### src/aabb_pkg.sv
// shared types and constants for the aabb minimum overlap resolver
package aabb_pkg;

    localparam int CTR_W   = 24;  // signed Q15.8 center and push
    localparam int SIZE_W  = 16;  // unsigned Q8.8 box size
    localparam int SCALE_W = 12;  // unsigned Q4.8 scale
    localparam int HALF_W  = SIZE_W + SCALE_W;   // half extent in 2^-17 units
    localparam int BND_W   = 35;  // signed bound in 2^-17 units
    localparam int DIFF_W  = BND_W + 1;
    localparam int GAP_W   = BND_W;
    localparam int FRAC_SH = 9;   // 2^-17 units down to Q15.8
    localparam int MAG_W   = DIFF_W - FRAC_SH;
    localparam int IDX_W   = 3;

    localparam logic [1:0] CFG_OWN_DEPTH  = 2'd0;
    localparam logic [1:0] CFG_OWN_WIDTH  = 2'd1;
    localparam logic [1:0] CFG_OWN_HEIGHT = 2'd2;

    typedef enum logic [2:0] {
        SIDE_NONE   = 3'd0,
        SIDE_BACK   = 3'd1,
        SIDE_FRONT  = 3'd2,
        SIDE_LEFT   = 3'd3,
        SIDE_RIGHT  = 3'd4,
        SIDE_BOTTOM = 3'd5,
        SIDE_TOP    = 3'd6
    } side_t;

    typedef struct packed {
        logic [2:0][CTR_W-1:0]  own_center;
        logic [SCALE_W-1:0]     own_scale;
        logic [2:0][CTR_W-1:0]  other_center;
        logic [2:0][SIZE_W-1:0] other_size;
        logic [SCALE_W-1:0]     other_scale;
    } query_t;

endpackage

### src/aabb_min_overlap_resolver_core.sv
// aabb minimum overlap resolver: input register, overlap and min-gap logic, result register
// a result passes the query register and then the result register before it is offered
// throughput: one query per cycle; the two registers pass through while out_stall is low
// all work sits between the query register and the result register in one pass
// reset clears both valid flags and sets own_depth, own_width, own_height to zero
module aabb_min_overlap_resolver_core
    import aabb_pkg::*;
(
    input  logic                      clk,
    input  logic                      rst_n,
    input  logic                      cfg_we,
    input  logic [1:0]                cfg_index,
    input  logic [SIZE_W-1:0]         cfg_data,
    input  logic                      in_valid,
    output logic                      in_stall,
    input  logic signed [CTR_W-1:0]   own_center_x,
    input  logic signed [CTR_W-1:0]   own_center_y,
    input  logic signed [CTR_W-1:0]   own_center_z,
    input  logic [SCALE_W-1:0]        own_scale,
    input  logic signed [CTR_W-1:0]   other_center_x,
    input  logic signed [CTR_W-1:0]   other_center_y,
    input  logic signed [CTR_W-1:0]   other_center_z,
    input  logic [SIZE_W-1:0]         other_depth,
    input  logic [SIZE_W-1:0]         other_width,
    input  logic [SIZE_W-1:0]         other_height,
    input  logic [SCALE_W-1:0]        other_scale,
    output logic                      out_valid,
    input  logic                      out_stall,
    output logic [2:0]                hit_side,
    output logic signed [CTR_W-1:0]   push_x,
    output logic signed [CTR_W-1:0]   push_y,
    output logic signed [CTR_W-1:0]   push_z
);

    localparam logic [MAG_W-1:0] POS_MAX = MAG_W'((1 << (CTR_W - 1)) - 1);
    localparam logic [MAG_W-1:0] NEG_MAG = MAG_W'(1 << (CTR_W - 1));

    logic [SIZE_W-1:0] own_size_reg [3];
    logic              q_valid_reg;
    query_t            q_reg;
    logic              out_valid_reg;
    side_t             side_reg;
    logic [2:0][CTR_W-1:0] push_reg;

    logic              out_ready;
    logic              q_load;
    query_t            q_next;

    logic signed [BND_W-1:0] a_lo [3];
    logic signed [BND_W-1:0] a_hi [3];
    logic signed [BND_W-1:0] b_lo [3];
    logic signed [BND_W-1:0] b_hi [3];
    logic [HALF_W-1:0]       a_half [3];
    logic [HALF_W-1:0]       b_half [3];
    logic [GAP_W-1:0]        gap [6];
    logic signed [DIFF_W-1:0] diff [6];
    logic                    apart;

    logic [GAP_W-1:0]        pair_gap [3];
    logic [IDX_W-1:0]        pair_idx [3];
    logic [GAP_W-1:0]        best_gap;
    logic [IDX_W-1:0]        best_idx;
    logic [DIFF_W-1:0]       rounded;
    logic [MAG_W-1:0]        mag;
    logic [CTR_W-1:0]        push_val;
    side_t                   side_next;
    logic [2:0][CTR_W-1:0]   push_next;

    assign out_ready = !out_valid_reg || !out_stall;
    assign in_stall  = q_valid_reg && !out_ready;
    assign q_load    = in_valid && !in_stall;

    always_comb
    begin
        q_next.own_center[0]   = own_center_x;
        q_next.own_center[1]   = own_center_y;
        q_next.own_center[2]   = own_center_z;
        q_next.own_scale       = own_scale;
        q_next.other_center[0] = other_center_x;
        q_next.other_center[1] = other_center_y;
        q_next.other_center[2] = other_center_z;
        q_next.other_size[0]   = other_depth;
        q_next.other_size[1]   = other_width;
        q_next.other_size[2]   = other_height;
        q_next.other_scale     = other_scale;
    end

    // bounds held exactly in 2^-17 units: center * 512 and size * scale
    always_comb
    begin
        apart = 1'b0;
        for (int i = 0; i < 3; i++)
        begin
            a_half[i] = q_reg.own_scale * own_size_reg[i];
            b_half[i] = q_reg.other_scale * q_reg.other_size[i];
            a_lo[i] = $signed({{(BND_W-CTR_W-FRAC_SH){q_reg.own_center[i][CTR_W-1]}},
                               q_reg.own_center[i], {FRAC_SH{1'b0}}})
                      - $signed({{(BND_W-HALF_W){1'b0}}, a_half[i]});
            a_hi[i] = $signed({{(BND_W-CTR_W-FRAC_SH){q_reg.own_center[i][CTR_W-1]}},
                               q_reg.own_center[i], {FRAC_SH{1'b0}}})
                      + $signed({{(BND_W-HALF_W){1'b0}}, a_half[i]});
            b_lo[i] = $signed({{(BND_W-CTR_W-FRAC_SH){q_reg.other_center[i][CTR_W-1]}},
                               q_reg.other_center[i], {FRAC_SH{1'b0}}})
                      - $signed({{(BND_W-HALF_W){1'b0}}, b_half[i]});
            b_hi[i] = $signed({{(BND_W-CTR_W-FRAC_SH){q_reg.other_center[i][CTR_W-1]}},
                               q_reg.other_center[i], {FRAC_SH{1'b0}}})
                      + $signed({{(BND_W-HALF_W){1'b0}}, b_half[i]});
            if ((a_hi[i] < b_lo[i]) || (b_hi[i] < a_lo[i]))
                apart = 1'b1;
            diff[2*i]   = DIFF_W'(a_hi[i]) - DIFF_W'(b_lo[i]);
            diff[2*i+1] = DIFF_W'(a_lo[i]) - DIFF_W'(b_hi[i]);
        end
        for (int k = 0; k < 6; k++)
        begin
            gap[k] = diff[k][DIFF_W-1] ? GAP_W'(-diff[k]) : GAP_W'(diff[k]);
        end
    end

    // min tree; a later side only wins when strictly smaller
    always_comb
    begin
        for (int p = 0; p < 3; p++)
        begin
            if (gap[2*p+1] < gap[2*p])
            begin
                pair_gap[p] = gap[2*p+1];
                pair_idx[p] = IDX_W'(2*p+1);
            end
            else
            begin
                pair_gap[p] = gap[2*p];
                pair_idx[p] = IDX_W'(2*p);
            end
        end
        best_gap = pair_gap[0];
        best_idx = pair_idx[0];
        for (int p = 1; p < 3; p++)
        begin
            if (pair_gap[p] < best_gap)
            begin
                best_gap = pair_gap[p];
                best_idx = pair_idx[p];
            end
        end
    end

    // round half up to Q15.8 and saturate by push direction
    always_comb
    begin
        rounded = {1'b0, best_gap} + DIFF_W'(1 << (FRAC_SH - 1));
        mag     = rounded[DIFF_W-1:FRAC_SH];
        if (!best_idx[0])
        begin
            if (mag > NEG_MAG)
                push_val = NEG_MAG[CTR_W-1:0];
            else
                push_val = (~mag[CTR_W-1:0]) + CTR_W'(1);
        end
        else
        begin
            if (mag > POS_MAX)
                push_val = POS_MAX[CTR_W-1:0];
            else
                push_val = mag[CTR_W-1:0];
        end
        push_next = '0;
        if (apart)
        begin
            side_next = SIDE_NONE;
        end
        else
        begin
            side_next = side_t'(best_idx + IDX_W'(1));
            push_next[best_idx[2:1]] = push_val;
        end
    end

    always_ff @(posedge clk or negedge rst_n)
    begin
        if (!rst_n)
        begin
            own_size_reg[0] <= '0;
            own_size_reg[1] <= '0;
            own_size_reg[2] <= '0;
            q_valid_reg     <= 1'b0;
            out_valid_reg   <= 1'b0;
        end
        else
        begin
            if (cfg_we)
            begin
                case (cfg_index)
                    CFG_OWN_DEPTH:  own_size_reg[0] <= cfg_data;
                    CFG_OWN_WIDTH:  own_size_reg[1] <= cfg_data;
                    CFG_OWN_HEIGHT: own_size_reg[2] <= cfg_data;
                    default:        ;
                endcase
            end
            if (!in_stall)
                q_valid_reg <= in_valid;
            if (out_ready)
                out_valid_reg <= q_valid_reg;
        end
    end

    always_ff @(posedge clk)
    begin
        if (q_load)
            q_reg <= q_next;
        if (out_ready && q_valid_reg)
        begin
            side_reg <= side_next;
            push_reg <= push_next;
        end
    end

    assign out_valid = out_valid_reg;
    assign hit_side  = side_reg;
    assign push_x    = push_reg[0];
    assign push_y    = push_reg[1];
    assign push_z    = push_reg[2];

endmodule

### config.mk
export PLATFORM = sky130hd
export DESIGN_NAME = aabb_min_overlap_resolver_core
export DESIGN_NICKNAME = d
export VERILOG_FILES = /design/src/aabb_pkg.sv /design/src/aabb_min_overlap_resolver_core.sv
export SDC_FILE = /design/constraint.sdc
export NUM_CORES = 2
export LEC_CHECK = 0
export BUFFER_PORTS_ARGS = -buffer_cell sky130_fd_sc_hd__clkbuf_2
export CORE_MARGIN = 10
export CORE_UTILIZATION = 40
export DETAILED_ROUTE_END_ITERATION = 8
export PLACE_DENSITY = 0.68
export SYNTH_ARGS = -nofsm -noshare
export SYNTH_HDL_FRONTEND = slang
export SYNTH_SLANG_ARGS = --single-unit
### constraint.sdc
create_clock -name clk -period 60.1 [get_ports clk]
set_input_delay 9.015 -clock clk [delete_from_list [all_inputs] [get_ports clk]]
set_output_delay 9.015 -clock clk [all_outputs]
set_load 0.01 [all_outputs]
==> flow_metrics.tcl <==
set metrics [dict create \
    synth.area.top_cells "fa_1 (21%), ha_1 (16%), edfxtp_1 (11%)" \
    synth-seq-cells 341 \
    worstPathRequired_ns 60.58 \
    synth_ff_type "edfxtp_1" \
    dieArea_um2 226000 \
    end_kind "flop" \
    cts_buffer_depth 3 \
    crit_top_cell "a21oi_1" \
    fin_worst_skew_ns 0.0249 \
    final_util_pct 42.8 \
    antenna_found_initial 6 \
    portBuffers 315 \
    crit_path_max_incr_delay_ns 0.76 \
    ys_async_sr_fraction_pct 14.7 \
    initialDrtViolationCount 5511 \
    status "completed" \
    hold_viol 0 \
    critPathKind "reg2reg" \
    synth_nets 12200 \
    fmax_ghz 0.0391 \
    core-area_um2 207000 \
    r2r_start "q_reg[137]$_DFFE_PP_" \
    fp.dieH_um 475 \
    cts_hold_buf 0 \
    synth_edf_count 291 \
    start_util_pct 40.1 \
    maxSlewHeadroom_pct 7.33 \
    crit_path_max_fanout 48 \
    die_x_um 475 \
    final_nets 12200 \
    setup_viol 0 \
    drcViolationCount 0 \
    synth_top_cell_area_share_pct 20.6 \
    num_rows 167 \
    rrSetupSlack_ns 34.56 \
    fin_crit_ns 25.54 \
    ff2ff_path_depth 95 \
    wirelength_um 272000 \
    finalSetupTns_ns 0 \
    hold_end "out_valid$_DFFE_PN0N_" \
    post-dp-hpwl_um 228000 \
    vias 71600 \
    clkSlewWorstSetupHoldPaths_ns 0.06 \
    track_usage_pct 23.4 \
    maxCapViolations 0 \
    ctsRootBufferMaster "clkbuf_16" \
    dp.cells 12700 \
    final_cells 12800 \
    worstMarginPinSlew_ns 1.37 \
    fin_crit_sh_pct 42.5 \
    area_delta_synth_final_pct 6.72 \
    synth_cell_types 127 \
    viasPerCell 5.58 \
    h-tree-depth 2 \
    critPathLaunchType "flop" \
    largest_reg_flops 216 \
    synthCells 10100 \
    rsz0062_at_grt "false" \
    r2r-end "push_z[21]$_SDFFCE_PP0P_" \
    post-place-ws_ns 35.08 \
    synth_top_cell_by_area "fa_1" \
    insertion_delay_ns 0.69 \
    firstDrtPassIters 6 \
    syn_area_um2 83000 \
    grt_max_degree 67 \
    cts_inserted_buffers 46 \
    grt_overflow 0 \
    critPathArrivalTime_ns 26.03 \
    grt_pass1_vias 72000 \
    antenna_left 0 \
    grt_pass1_wl_um 418000 \
    hold_depth 1 \
    postSynthAreaPerCell_um2 8.25 \
    postCtsSetupBuffers 0 \
    cts_sinks 341 \
    synth_warnings 0 \
    wl_per_cell_um 21.2 \
    cts_tree "done" \
    hold_path_startpoint "q_valid_reg$_DFFE_PN0N_" \
    gp_congestion 1.01 \
    drv_slew 0 \
    io_pins 316 \
    fin_ws_ns 34.56 \
    drive_gt1_share_pct 6.39 \
    hold_class "reg2reg" \
    cp_slowest_cell "o32ai_2" \
    cts_resized 0 \
    yosysSeqAreaShare_pct 12.0 \
]
==> how the worst max path moves through the flow <==
stage	from	to	slack, ns	cells after the start
global placement	q_reg[5]$_DFFE_PP_	push_y[21]$_SDFFCE_PP0P_	35.32	90
finish	q_reg[137]$_DFFE_PP_	push_z[21]$_SDFFCE_PP0P_	34.56	95
global route	q_reg[5]$_DFFE_PP_	push_y[21]$_SDFFCE_PP0P_	32.76	89
detailed placement	q_reg[137]$_DFFE_PP_	push_z[21]$_SDFFCE_PP0P_	35.08	93
CTS	q_reg[5]$_DFFE_PP_	push_z[11]$_SDFFCE_PP0P_	34.99	90
floorplan	q_reg[140]$_DFFE_PP_	push_y[21]$_SDFFCE_PP0P_	38.61	103
==> worst max-delay path: cells and delay by family, from the launching register on <==
kind	cells	cell delay, ns
buf+inv	9	2.34
flops	1	0.32
simple gates	20	4.90
compound gates	52	12.51
xor+xnor	3	0.89
fa+ha+maj	11	4.27
==> layout make-up <==
cell class / instances / area (um2)
Antenna cell: 4 / 10.0
Clock buffer: 53 / 1240
Clock inverter: 33 / 379
Fill cell: 20500 / 118000
Inverter: 1531 / 5750
Multi-Input combinational cell: 7791 / 65800
Sequential cell: 341 / 9990
Tap cell: 2704 / 3380
Timing Repair Buffer: 376 / 2030
==> metal layers <==
layer	vias up	global-route usage, %	share of wire, %
met3	457	3.76	6.8
met4	6	9.17	4.3
met2	2536	38.8	46
met5	-	0	0.016
met1	35100	30.6	43
li1	33500	-	-
==> synthesized netlist by cell type, drive strengths merged (39+ instances only) <==
| cell type | instances |
|---|---|
| nand2b | 89 |
| edfxtp | 291 |
| nor4 | 51 |
| nand2 | 1216 |
| o31ai | 53 |
| buf | 42 |
| nand3 | 145 |
| mux2 | 57 |
| and2 | 374 |
| fa | 852 |
| xor2 | 224 |
| a21o | 160 |
| a21oi | 619 |
| o21a | 99 |
| and3 | 71 |
| o211ai | 52 |
| mux2i | 52 |
| a31oi | 67 |
| inv | 1528 |
| o21ai | 354 |
| nand4 | 87 |
| or3 | 39 |
| ha | 1029 |
| nor2b | 74 |
| o21bai | 186 |
| clkbuf | 348 |
| nor3 | 146 |
| dfrtp | 50 |
| or2 | 43 |
| a211oi | 75 |
| xnor2 | 558 |
| nor2 | 544 |
==> through the flow <==
stage	instance area [um2]	hold WS (ns)
floorplan	83000	0.443
global placement	86900	0.458
detailed placement	86900	0.476
CTS	88500	0.489
global route	88500	0.512
finish	88500	0.483
==> cells by family (layout without fill, tap and decap cells) <==
group                      after synthesis  after routing  synth area share (%)
AOI/OAI and AO/OA                     2016           2016                  16.1
xor gates and xnor gates               782            782                  8.27
adders and majority gates             1881           1881                  36.1
buffers and inverters                 1921           1993                  8.80
DFF                                    341            341                  12.0
muxes                                  109            109                  1.42
other                                    0              4                     0
and+or+nand+nor                       3003           3003                  17.3
==> cell usage in the layout (no fill, tap or decap), types with 71 or more instances in the layout <==
cell      count
inv_1      1527
nand2_1    1214
ha_1       1029
fa_1        852
a21oi_1     611
xnor2_1     553
nor2_1      543
and2_1      371
o21ai_0     327
clkbuf_2    315
edfxtp_1    291
xor2_1      223
o21bai_1    186
a21o_1      160
nand3_1     145
nor3_1      144
o21a_1       99
nand2b_1     89
nand4_1      87
nor2b_1      74
and3_1       71
Power is left out: the tool's default activity adds up to more than one toggle a clock period on the data nets, which glitch-free logic cannot reach.
